===== src/rtl/wmcls_pkg.sv =====
package wmcls_pkg;

	// Instruction codes carried in the opcode field
	typedef enum logic [2:0] {
		OP_SMULL  = 3'd0,
		OP_UMULL  = 3'd1,
		OP_SMADDL = 3'd2,
		OP_UMADDL = 3'd3,
		OP_SMULH  = 3'd4,
		OP_UMULH  = 3'd5,
		OP_CLS    = 3'd6,
		OP_UNSUP  = 3'd7
	} op_t;

	// Destination arrangement of the vector long multiplies
	typedef enum logic [1:0] {
		LAYOUT_SCALAR = 2'd0,
		LAYOUT_8H     = 2'd1,
		LAYOUT_4S     = 2'd2,
		LAYOUT_2D     = 2'd3
	} layout_t;

	// Internal class of work that travels down the pipeline
	typedef enum logic [2:0] {
		K_MUL_LOW = 3'd0,
		K_MADD    = 3'd1,
		K_MULH    = 3'd2,
		K_VEC8    = 3'd3,
		K_VEC4    = 3'd4,
		K_VEC2    = 3'd5,
		K_CLS     = 3'd6,
		K_NONE    = 3'd7
	} kind_t;

	localparam int WLANES    = 4;	// 33x33 multipliers: mulh partials, scalar, 2D lanes
	localparam int HLANES    = 4;	// 17x17 multipliers: 4S lanes
	localparam int BLANES    = 8;	// 9x9 multipliers: 8H lanes
	localparam int CHUNK_W   = 8;	// leading-zero count chunk width
	localparam int CLS_CHUNKS = 64 / CHUNK_W;

	typedef struct packed {
		op_t         opcode;
		layout_t     lane_layout;
		logic        b_by_element;
		logic [63:0] first_operand;
		logic [63:0] second_operand;
		logic [63:0] accumulator;
		logic        wide_mode;
	} req_t;

	typedef struct packed {
		logic [63:0] result_low;
		logic [63:0] result_high;
		logic        handled;
	} rsp_t;

	// Extended operands for every multiplier of the array
	typedef struct packed {
		logic [WLANES-1:0][32:0] wa;
		logic [WLANES-1:0][32:0] wb;
		logic [HLANES-1:0][16:0] ha;
		logic [HLANES-1:0][16:0] hb;
		logic [BLANES-1:0][8:0]  ba;
		logic [BLANES-1:0][8:0]  bb;
	} mul_ops_t;

	// Products, kept to the bits any consumer reads
	typedef struct packed {
		logic [WLANES-1:0][63:0] wp;
		logic [HLANES-1:0][31:0] hp;
		logic [BLANES-1:0][15:0] bp;
	} mul_prod_t;

endpackage


===== src/rtl/wmcls_cls.sv =====
module wmcls_cls import wmcls_pkg::*; (
	input  logic                            clk,
	input  logic                            en,
	input  logic [63:0]                     tw,
	output logic [CLS_CHUNKS-1:0][3:0]      cnt_s2
);

	logic [CLS_CHUNKS-1:0][3:0]        cnt_d;
	logic [CLS_CHUNKS-1:0][CHUNK_W-1:0] chunk;

	// Count leading zeros of each chunk; the highest set bit wins
	always_comb begin
		for (int c = 0; c < CLS_CHUNKS; c++) begin
			chunk[c] = tw[c*CHUNK_W +: CHUNK_W];
			cnt_d[c] = 4'(CHUNK_W);
			for (int j = 0; j < CHUNK_W; j++) begin
				if (chunk[c][j]) begin
					cnt_d[c] = 4'(CHUNK_W - 1 - j);
				end
			end
		end
	end

	// Hold chunk counts while the next stage stalls
	always_ff @(posedge clk) begin
		if (en) begin
			cnt_s2 <= cnt_d;
		end
	end

endmodule


===== config.mk =====
export PLATFORM = sky130hd
export DESIGN_NAME = wmcls_cls
export DESIGN_NICKNAME = d
export VERILOG_FILES = /design/src/rtl/wmcls_pkg.sv /design/src/rtl/wmcls_cls.sv
export SDC_FILE = /design/constraint.sdc
export NUM_CORES = 1
export LEC_CHECK = 0
export BUFFER_PORTS_ARGS = -buffer_cell sky130_fd_sc_hd__buf_4
export CAP_MARGIN = 20
export CORE_UTILIZATION = 40
export CTS_CLUSTER_DIAMETER = 80
export DETAILED_ROUTE_END_ITERATION = 16
export PLACE_DENSITY = 0.78
export RECOVER_POWER = 25
export SLEW_MARGIN = 5
export SYNTH_ARGS = -nofsm -noshare
export SYNTH_HDL_FRONTEND = slang
export SYNTH_SLANG_ARGS = --single-unit
export TNS_END_PERCENT = 20

===== constraint.sdc =====
create_clock -name clk -period 1.75 [get_ports clk]
set_input_delay 0.35 -clock clk [delete_from_list [all_inputs] [get_ports clk]]
set_output_delay 0.35 -clock clk [all_outputs]
set_load 0.02 [all_outputs]

Yosys cells after proc, flatten, opt, wreduce, memory -nomap -nowiden:

Index checks and enable logic that the tools add are counted.

* mux-type cells: 56
* reduce and logical (&&, ||, !) cells: 24

Operators with widths (number)
* two-way mux 3 bit: 24
* OR reduction 7 bit: 8
* two-way mux 2 bit: 16
* two-way mux 4 bit: 8
* OR reduction 4 bit: 8
* OR reduction 2 bit: 8
* two-way mux 1 bit: 8

* bits in registers: 32
* word-level logic and storage cells: 112

Logic depth before layout (Yosys ltp):

* depth in word-level cells: 7
* gate-level depth with buffers: 3

Least setup slack after synthesis:

OpenSTA, ideal clock, no wires.

* path kind: input to register
* from: input port tw[4]
* to: register cnt_s2[0] (netlist bit) (data pin)
* arrival: 673 ps
* setup slack: 814 ps
* stages on the path: 3
* path buffers: 0
* cells stage by stage: nor3b_1 a21oi_1 o41ai_2

* cells in the longest elaborated chain, start to end: 3

RTL lines
* from (decl): RTL line wmcls_cls.sv:4 `input logic [63:0] tw,`
* two-way mux 2 bit (2 in series): RTL line wmcls_cls.sv:17 `if (chunk[c][j]) begin`
* two-way mux 1 bit: RTL line wmcls_cls.sv:17
* to (signal assigned): RTL line wmcls_cls.sv:27 `cnt_s2 <= cnt_d;`
* to (decl): RTL line wmcls_cls.sv:5 `output logic [CLS_CHUNKS-1:0][3:0] cnt_s2`

Every way passes these cells.
A chain may end at the register's enable or synchronous reset.

Worst setup path in the final report:

* from: register cnt_s2[18] (netlist bit)
* to: output port cnt_s2[18] (netlist bit)

No word-level cell between the ends.

==> flow_summary.yaml <==
global_route:
  grt_max_degree: 33
  grt_overflow: 0
  grt_pass1_vias: 1384
  grt_pass1_wl_mm: 5.49
  gr-usage-all-layers_pct: 17.0
  antenna_found_initial: 0
synth:
  ys_ff_latch: 32
  ys_seq_area_share_pct: 57.7
  syn_inst: 159
  yosysWarnings: 0
  postSynthAreaPerCell_sq_um: 10.5
  synth_cell_types: 13
  syn_nets: 225
  synth_area_sq_um: 1670
sta:
  drv_slew: 0
  rsz0062_at_grt: "false"
  final_hold_viol_count: 0
  tns_ns: 0
  slew_headroom_pct: 73.1
  setup_viol: 0
  timing.fmax_ghz: 0.848
  timing.final.crit_share_pct: 67.4
  tightestPinTransition_ns: 0.403
  fin_crit_ns: 1.18
floorplanning:
  start_util_pct: 41.7
  die_area_sq_um: 4430
  num_rows: 23
  coreArea_sq_um: 4000
  dieWidth_um: 66.6
  ios: 98
  fp.dieH_um: 66.6
layout:
  drive_above_1_share_pct: 41.1
  fin_cells: 313
  syn_to_final_growth_pct: 49.4
  reg.largest.list: "cnt_s2 x32"
  top_register: "cnt_s2"
  diodes: 0
  final_common_cell: "buf_4"
  largest_register_ffs: 32
  fin_nets: 329
  layout_common_cells: "buf_4 (87), nor2_1 (36), edfxtp_1 (32), a21oi_1 (21), nand2_1 (16)"
  finalInstanceArea_sq_um: 2490
cts:
  cts.htree.levels: 2
  cts_buffer_depth: 2
  cts-resized-gates: 0
  cts.sinks: 32
  cts_root_buffer: "clkbuf_8"
  cts-hold-fix-buffers: 0
  cts_setup_buffers: 0
  cts_tree: "done"
  cts.reportedPaths.clkPinSlew_ns: 0.06
  cts_buffers: 5
worst_setup_path:
  path_cells: "buf_4"
  crit_family: "flip-flops"
  end_kind: "primary output"
  cp_num_buf_inv: 1
  crit_fanout: 1
  cp_slowest_cell: "edfxtp_1"
  required_ns: 1.40
  cp-start-kind: "flop"
  critical_path_class: "reg -> out"
  critPathMaxStageDelay_ns: 0.38
  arrival_ns: 0.83
min_path:
  hp-class: "in -> reg"
routing:
  remaining_drc_errors: 0
  initialDrtViolationCount: 98
  vias: 1512
  totalWireLength_mm: 3.55
  avgRoutedWirePerCell_um: 11.3
  ant_nets: 0
  drt_first_pass_iters: 4
  vias_per_cell: 4.83
place:
  place_congestion: 0.724
  dp_hpwl_mm: 2.87
  place_area_sq_um: 2460
  port_buffers: 97
  placedCellCount: 306
power:
  p_total_mw: 1.84
  p_leak_nw: 1.07
  ir_drop_uv: 402
  cellPowerDensity_nw_per_um2: 740
run_status:
  status: "finished clean"
run:
  maxCapViolCount: 0
[final cells by class]
cell class / count / area, sq um
repair buffers: 97 / 702
fillers: 357 / 1510
flip-flops and latches: 32 / 961
clock buffers: 5 / 68.8
inverters: 15 / 56.3
well taps: 50 / 62.6
multi-input cells: 112 / 632
clock inverters: 2 / 7.51
[cell usage after synthesis]
master	count	area [sq um]
edfxtp_1	32	961
nor2_1	32	120
a21oi_1	21	105
nand2_1	16	60.1
inv_1	15	56.3
a21boi_1	8	60.1
nor2_2	8	50.1
o21ai_1	8	40.0
o41ai_2	8	130
nor3b_1	7	52.6
a21oi_2	2	17.5
nor2b_1	1	6.26
o21bai_1	1	7.51
[path summary, 6_finish.rpt]
kind                  slack [ns]  cells past startpoint                startpoint                       end
worst max-delay path        0.57                      1  cnt_s2[18]$_SDFFCE_PP0P_                cnt_s2[18]
worst min-delay path        0.35                      3                    tw[38]  cnt_s2[16]$_SDFFCE_PP0P_
[cell families (layout without fill, tap and decap cells)]
logic type,Yosys count,after routing,synth area share (%)
flops,32,32,57.7
compound gates,48,48,21.6
simple gates,64,64,17.3
buf+inv,15,119,3.38
[power breakdown]
part | internal, mW | switching, mW
logic | 0.202 | 0.212
registers | 0.906 | 0.0144
clock network | 0.262 | 0.246
[metrics by stage]
step,hold slack (ns),setup WS [ns],util (%)
2_1_floorplan,0.462,0.814,-
3_3_place_gp,0.630,0.680,61.4
3_5_place_dp,0.630,0.642,61.4
4_1_cts,0.335,0.544,63.3
5_1_grt,0.361,0.527,62.2
6_report,0.354,0.571,62.2
[routing by layer]
layer  vias up  track usage, %  wire (um)
met5         -               0          0
met4         0            9.84         73
met3         7            4.97        301
met2        68            30.1       1830
met1       662            17.6       1340
li1        775               -          -
Power figures use the tool's default switching activity.
